**src/hw/rtl/fbpa_pkg.sv**
```systemverilog
// Shared constants, codes and types for the fixed block pool allocator.
`timescale 1ns / 1ps
`default_nettype none

package fbpa_pkg;

    localparam int MAX_BLOCKS = 1024;
    localparam int IDX_W      = $clog2(MAX_BLOCKS);
    localparam int CNT_W      = IDX_W + 1;
    localparam int ADDR_W     = 32;
    localparam int BB_W       = 17;
    localparam int PROD_W     = CNT_W + BB_W;
    localparam int STEP_W     = $clog2(ADDR_W);
    localparam int DATA_W     = 32;
    localparam int PADDR_W    = 4;

    typedef logic [1:0] cmd_t;
    localparam cmd_t CMD_ALLOC = 2'd0;
    localparam cmd_t CMD_FREE  = 2'd1;
    localparam cmd_t CMD_RESET = 2'd2;
    localparam cmd_t CMD_QUERY = 2'd3;

    typedef logic [2:0] status_t;
    localparam status_t ST_OK       = 3'd0;
    localparam status_t ST_EMPTY    = 3'd1;
    localparam status_t ST_NULL     = 3'd2;
    localparam status_t ST_RANGE    = 3'd3;
    localparam status_t ST_MISALIGN = 3'd4;
    localparam status_t ST_FULL     = 3'd5;

    typedef logic [1:0] reg_idx_t;
    localparam reg_idx_t REG_POOL_BASE   = 2'd0;
    localparam reg_idx_t REG_BLOCK_BYTES = 2'd1;
    localparam reg_idx_t REG_BLOCK_COUNT = 2'd2;

    localparam logic [BB_W-1:0]  RST_BLOCK_BYTES = 17'd64;
    localparam logic [CNT_W-1:0] RST_BLOCK_COUNT = 11'd1024;

    // Status of the remainder unit toward the sequencer.
    typedef struct packed {
        logic done;
        logic zero;
    } rem_status_t;

endpackage

`default_nettype wire

```
**src/hw/rtl/fbpa_rem_unit.sv**
```systemverilog
// Bit-serial restoring remainder unit: one dividend bit per cycle.
`timescale 1ns / 1ps
`default_nettype none

module fbpa_rem_unit (
    input  wire logic                       clk,
    input  wire logic                       rst_n,
    input  wire logic                       go,
    input  wire logic [fbpa_pkg::ADDR_W-1:0] dividend,
    input  wire logic [fbpa_pkg::BB_W-1:0]   divisor,
    output fbpa_pkg::rem_status_t           stat
);
    import fbpa_pkg::*;

    logic              run_reg, run_next;
    logic              done_reg, done_next;
    logic [STEP_W-1:0] cnt_reg, cnt_next;
    logic [ADDR_W-1:0] dq_reg, dq_next;
    logic [BB_W-1:0]   dv_reg, dv_next;
    logic [BB_W-1:0]   rem_reg, rem_next;
    logic [BB_W:0]     shifted;
    logic [BB_W:0]     trial;
    logic              fits;

    // Shift in the next dividend bit and subtract where the divisor fits.
    assign shifted = {rem_reg, dq_reg[ADDR_W-1]};
    assign trial   = shifted - {1'b0, dv_reg};
    assign fits    = shifted >= {1'b0, dv_reg};

    always_comb
    begin
        run_next  = run_reg;
        done_next = 1'b0;
        cnt_next  = cnt_reg;
        dq_next   = dq_reg;
        dv_next   = dv_reg;
        rem_next  = rem_reg;
        if (go)
        begin
            run_next = 1'b1;
            cnt_next = STEP_W'(ADDR_W - 1);
            dq_next  = dividend;
            dv_next  = divisor;
            rem_next = '0;
        end
        else if (run_reg)
        begin
            rem_next = fits ? trial[BB_W-1:0] : shifted[BB_W-1:0];
            dq_next  = {dq_reg[ADDR_W-2:0], 1'b0};
            cnt_next = cnt_reg - 1'b1;
            if (cnt_reg == '0)
            begin
                run_next  = 1'b0;
                done_next = 1'b1;
            end
        end
    end

    always_ff @(posedge clk or negedge rst_n)
    begin
        if (!rst_n)
        begin
            run_reg  <= 1'b0;
            done_reg <= 1'b0;
            cnt_reg  <= '0;
        end
        else
        begin
            run_reg  <= run_next;
            done_reg <= done_next;
            cnt_reg  <= cnt_next;
        end
    end

    always_ff @(posedge clk)
    begin
        dq_reg  <= dq_next;
        dv_reg  <= dv_next;
        rem_reg <= rem_next;
    end

    assign stat.done = done_reg;
    assign stat.zero = (rem_reg == '0);

endmodule

`default_nettype wire
```
**config.mk**
```make
export PLATFORM = sky130hd
export DESIGN_NAME = fbpa_rem_unit
export DESIGN_NICKNAME = d
export VERILOG_FILES = /design/src/hw/rtl/fbpa_pkg.sv /design/src/hw/rtl/fbpa_rem_unit.sv
export SDC_FILE = /design/constraint.sdc
export NUM_CORES = 1
export LEC_CHECK = 0
export ABC_AREA = 1
export ABC_CLOCK_PERIOD_IN_PS = 5850
export BUFFER_PORTS_ARGS = -buffer_cell sky130_fd_sc_hd__buf_2
export CORE_ASPECT_RATIO = 0.6
export CORE_UTILIZATION = 35
export DETAILED_ROUTE_END_ITERATION = 10
export PLACE_DENSITY_LB_ADDON = 0.12
export SETUP_SLACK_MARGIN = 0.3
export SLEW_MARGIN = 10
export SYNTH_ARGS = -nofsm -noshare
export SYNTH_HDL_FRONTEND = slang
export SYNTH_SLANG_ARGS = --single-unit
```
**constraint.sdc**
```tcl
create_clock -name clk -period 5.85 [get_ports clk]
set_clock_uncertainty 0.05 [all_clocks]
set_input_delay 0.8775 -clock clk [delete_from_list [all_inputs] [get_ports clk]]
set_output_delay 0.8775 -clock clk [all_outputs]
set_load 0.01 [all_outputs]
```
==> impl_metrics.env <==
export IMPL_ir_drop_v=0.0001838
export IMPL_overflow=0
export IMPL_tns_ns=0
export IMPL_swShare_pct=41.04
export IMPL_seqCellArea_sq_um=1987
export IMPL_worstMarginPinSlew_ns=0.9288
export IMPL_antenna_left=0
export IMPL_startpoint_type="input port"
export IMPL_r2r_slack_ns=3.47
export IMPL_worst_setup_path_type="in2reg"
export IMPL_clk_pin_slew_ns=0.06
export IMPL_p_sw_uw=866.1
export IMPL_cts_buffers_inserted=9
export IMPL_post_cts_resized=0
export IMPL_worstPathRequired_ns=5.84
export IMPL_hold_class="in2async"
export IMPL_instances_no_fill=763
export IMPL_slew_viol_final=0
export IMPL_r2r_end="rem_reg[6]"
export IMPL_finalSetupViolCount=0
export IMPL_ys_seq_area_share_pct=46.77
export IMPL_io_pins=54
export IMPL_grt_max_degree=57
export IMPL_grt_pass1_vias=3185
export IMPL_cp_end_kind="register"
export IMPL_clock_fmax_mhz=372.1
export IMPL_fin_crit_sh_pct=45.94
export IMPL_power_mw=2.110
export IMPL_nets=670
export IMPL_syn_area_per_cell_sq_um=7.794
export IMPL_pwr_share_clk_pct=23.5
export IMPL_ctsHoldBuffers=0
export IMPL_internal_power_mw=1.244
export IMPL_dp_cells=747
export IMPL_placementRows=30
export IMPL_routed_via_density=4.526
export IMPL_cts_max_path_buffers=2
export IMPL_worst_path_max_fanout=56
export IMPL_multi_input_area_sq_um=1853
export IMPL_pwr_share_seq_pct=33.2
export IMPL_die_area_sq_um=12600
export IMPL_ys_seq_elements=73
export IMPL_final_cell_mix="nand2_1 (212), inv_1 (86), buf_2 (53)"
export IMPL_fp_coreArea_sq_um=11560
export IMPL_syn2layout_area_growth_pct=15.88
export IMPL_via_count=3453
export IMPL_clock_sinks=73
export IMPL_dr_pass1_iters=6
export IMPL_final_common_cell="nand2_1"
export IMPL_maxCapViolations=0
export IMPL_grt_pass1_wl_um=16280
export IMPL_drt_total_wl_um=10160
export IMPL_drive_gt1_share_pct=16.09
export IMPL_wl_per_cell_um=13.31
export IMPL_leakage_nw=2.582
export IMPL_cts_tree="built"
export IMPL_antenna_cells=0
export IMPL_dr_first_iter_drc_count=234
export IMPL_finalCriticalPeriod_ns=2.687
export IMPL_start_util_pct=36.74
export IMPL_syn_area_sq_um=4248
export IMPL_rsz0062_at_grt="no"
export IMPL_post_cts_setup_buffer_count=0
export IMPL_reg2reg_depth=11
export IMPL_syn_nets=617
export IMPL_ys_warn_count=0
export IMPL_r2r_start="dv_reg[15]"
export IMPL_status="finished clean"
export IMPL_fp_dieW_um=144.2
export IMPL_fp_dieH_um=87.34
export IMPL_largest_register_ffs=32
export IMPL_htreeDepth=3
export IMPL_track_usage_pct=17.42
export IMPL_synth_distinct_cells=35
export IMPL_antenna_found_initial=0
export IMPL_fillerInstances=1202
export IMPL_hpwl_um=7533
export IMPL_maxSlewHeadroom_pct=38.01
export IMPL_clock_latency_ns=0.34
export IMPL_netlist_instances=545
export IMPL_combPwrFrac_pct=43.3
export IMPL_finalHoldViolations=0
export IMPL_clockRootBuffer="clkbuf_16"
export IMPL_cellPowerDensity_nw_per_um2=428.8
export IMPL_drc=0
export IMPL_place_gp_congestion=0.8281
export IMPL_arrival_ns=2.68
export IMPL_io_buffers=53
cell type report:
type / instances / area share [%]
multi-input cells: 369 / 37.65
inverters: 90 / 6.863
clock buffers: 10 / 4.652
repair buffers: 55 / 5.694
flip-flops and latches: 73 / 40.37
well taps: 160 / 4.067
clock inverters: 6 / 0.7117
power groups by stage:
stage	clock (mW)	combinational, mW	sequential, mW
floorplan	0	0.718	0.685
global placement	0	0.889	0.709
detailed placement	0	0.901	0.709
CTS	0.518	0.909	0.699
global route	0.534	1.04	0.708
finish	0.497	0.914	0.700
critical path, stage by stage:
cell and delay (ns):
buf_2 0.09, buf_4 0.31, nor2_1 0.69, inv_1 0.31, buf_4 0.37
through the flow:
| step | setup WS (ns) | util, % | hold WS (ns) | area [sq um] |
|---|---|---|---|---|
| 3_3_place_gp | 2.858 | 40.29 | 0.4288 | 4658 |
| 4_1_cts | 3.178 | 42.58 | 0.3053 | 4922 |
| 3_5_place_dp | 2.804 | 40.29 | 0.4199 | 4658 |
| 6_report | 3.163 | 42.58 | 0.3196 | 4922 |
| 2_1_floorplan | 3.758 | - | 0.3982 | 4248 |
| 5_1_grt | 2.945 | 42.58 | 0.3146 | 4922 |
kinds of logic (layout without fill, tap and decap cells):
kind of cell | count (synthesis) | in the layout | synth area share (%)
and+or+nand+nor | 316 | 316 | 32.99
buffers and inverters | 103 | 161 | 9.602
DFF | 73 | 73 | 46.77
AOI/OAI and AO/OA | 26 | 26 | 3.122
adders and majority gates | 20 | 20 | 6.068
xor gates and xnor gates | 7 | 7 | 1.443
worst max-delay path by stage:
stage | from | endpoint | slack [ns] | depth (start not counted)
5_1_grt | go | rem_reg[0] | 2.95 | 6
2_1_floorplan | go | dq_reg[0] | 3.76 | 2
3_3_place_gp | go | dq_reg[6] | 2.86 | 5
4_1_cts | go | dq_reg[4] | 3.18 | 5
6_report | go | dq_reg[4] | 3.16 | 5
3_5_place_dp | go | dq_reg[4] | 2.80 | 5
per-layer routing:
metal | up-vias | wire, um | GRT usage (%)
met3 | 9 | 547 | 4.838
met5 | - | 0 | 0
met4 | 0 | 106 | 4.880
li1 | 1826 | - | -
met1 | 1547 | 5793 | 27.69
met2 | 71 | 3709 | 22.00
cells in the mapped netlist:
cell type  number  area [sq um]
fa_1            1         20.02
a21oi_1        12         60.06
clkbuf_1        7         26.28
inv_2           4         15.01
o21ai_0        11         55.05
nor2_2          4         25.02
nor3_1          2         10.01
or2_0           1         6.260
dfxtp_1        17         340.3
nand2_2         5         31.28
nand3_2        10         100.1
o21ai_1         2         10.01
nand4_1         6         37.54
or3_1           1         6.260
nor3_4          1         16.27
buf_4           2         15.01
buf_2           2         10.01
nor2_4          1         11.26
buf_1           1         3.750
ha_1           19         237.7
inv_1          86         322.8
nor4_1          2         12.51
buf_8           1         15.01
nand2_4         2         22.52
edfxtp_1       49          1471
nand3b_1        1         7.510
xor2_1          2         17.52
and2_1          1         6.260
nor2_1         20         75.07
or2_2           2         12.51
dfrtp_1         7         175.2
a22oi_1         1         7.510
xnor2_1         5         43.79
nand2_1       212         795.8
nand3_1        45         225.2
No activity file was read; power rests on OpenSTA's default activity.
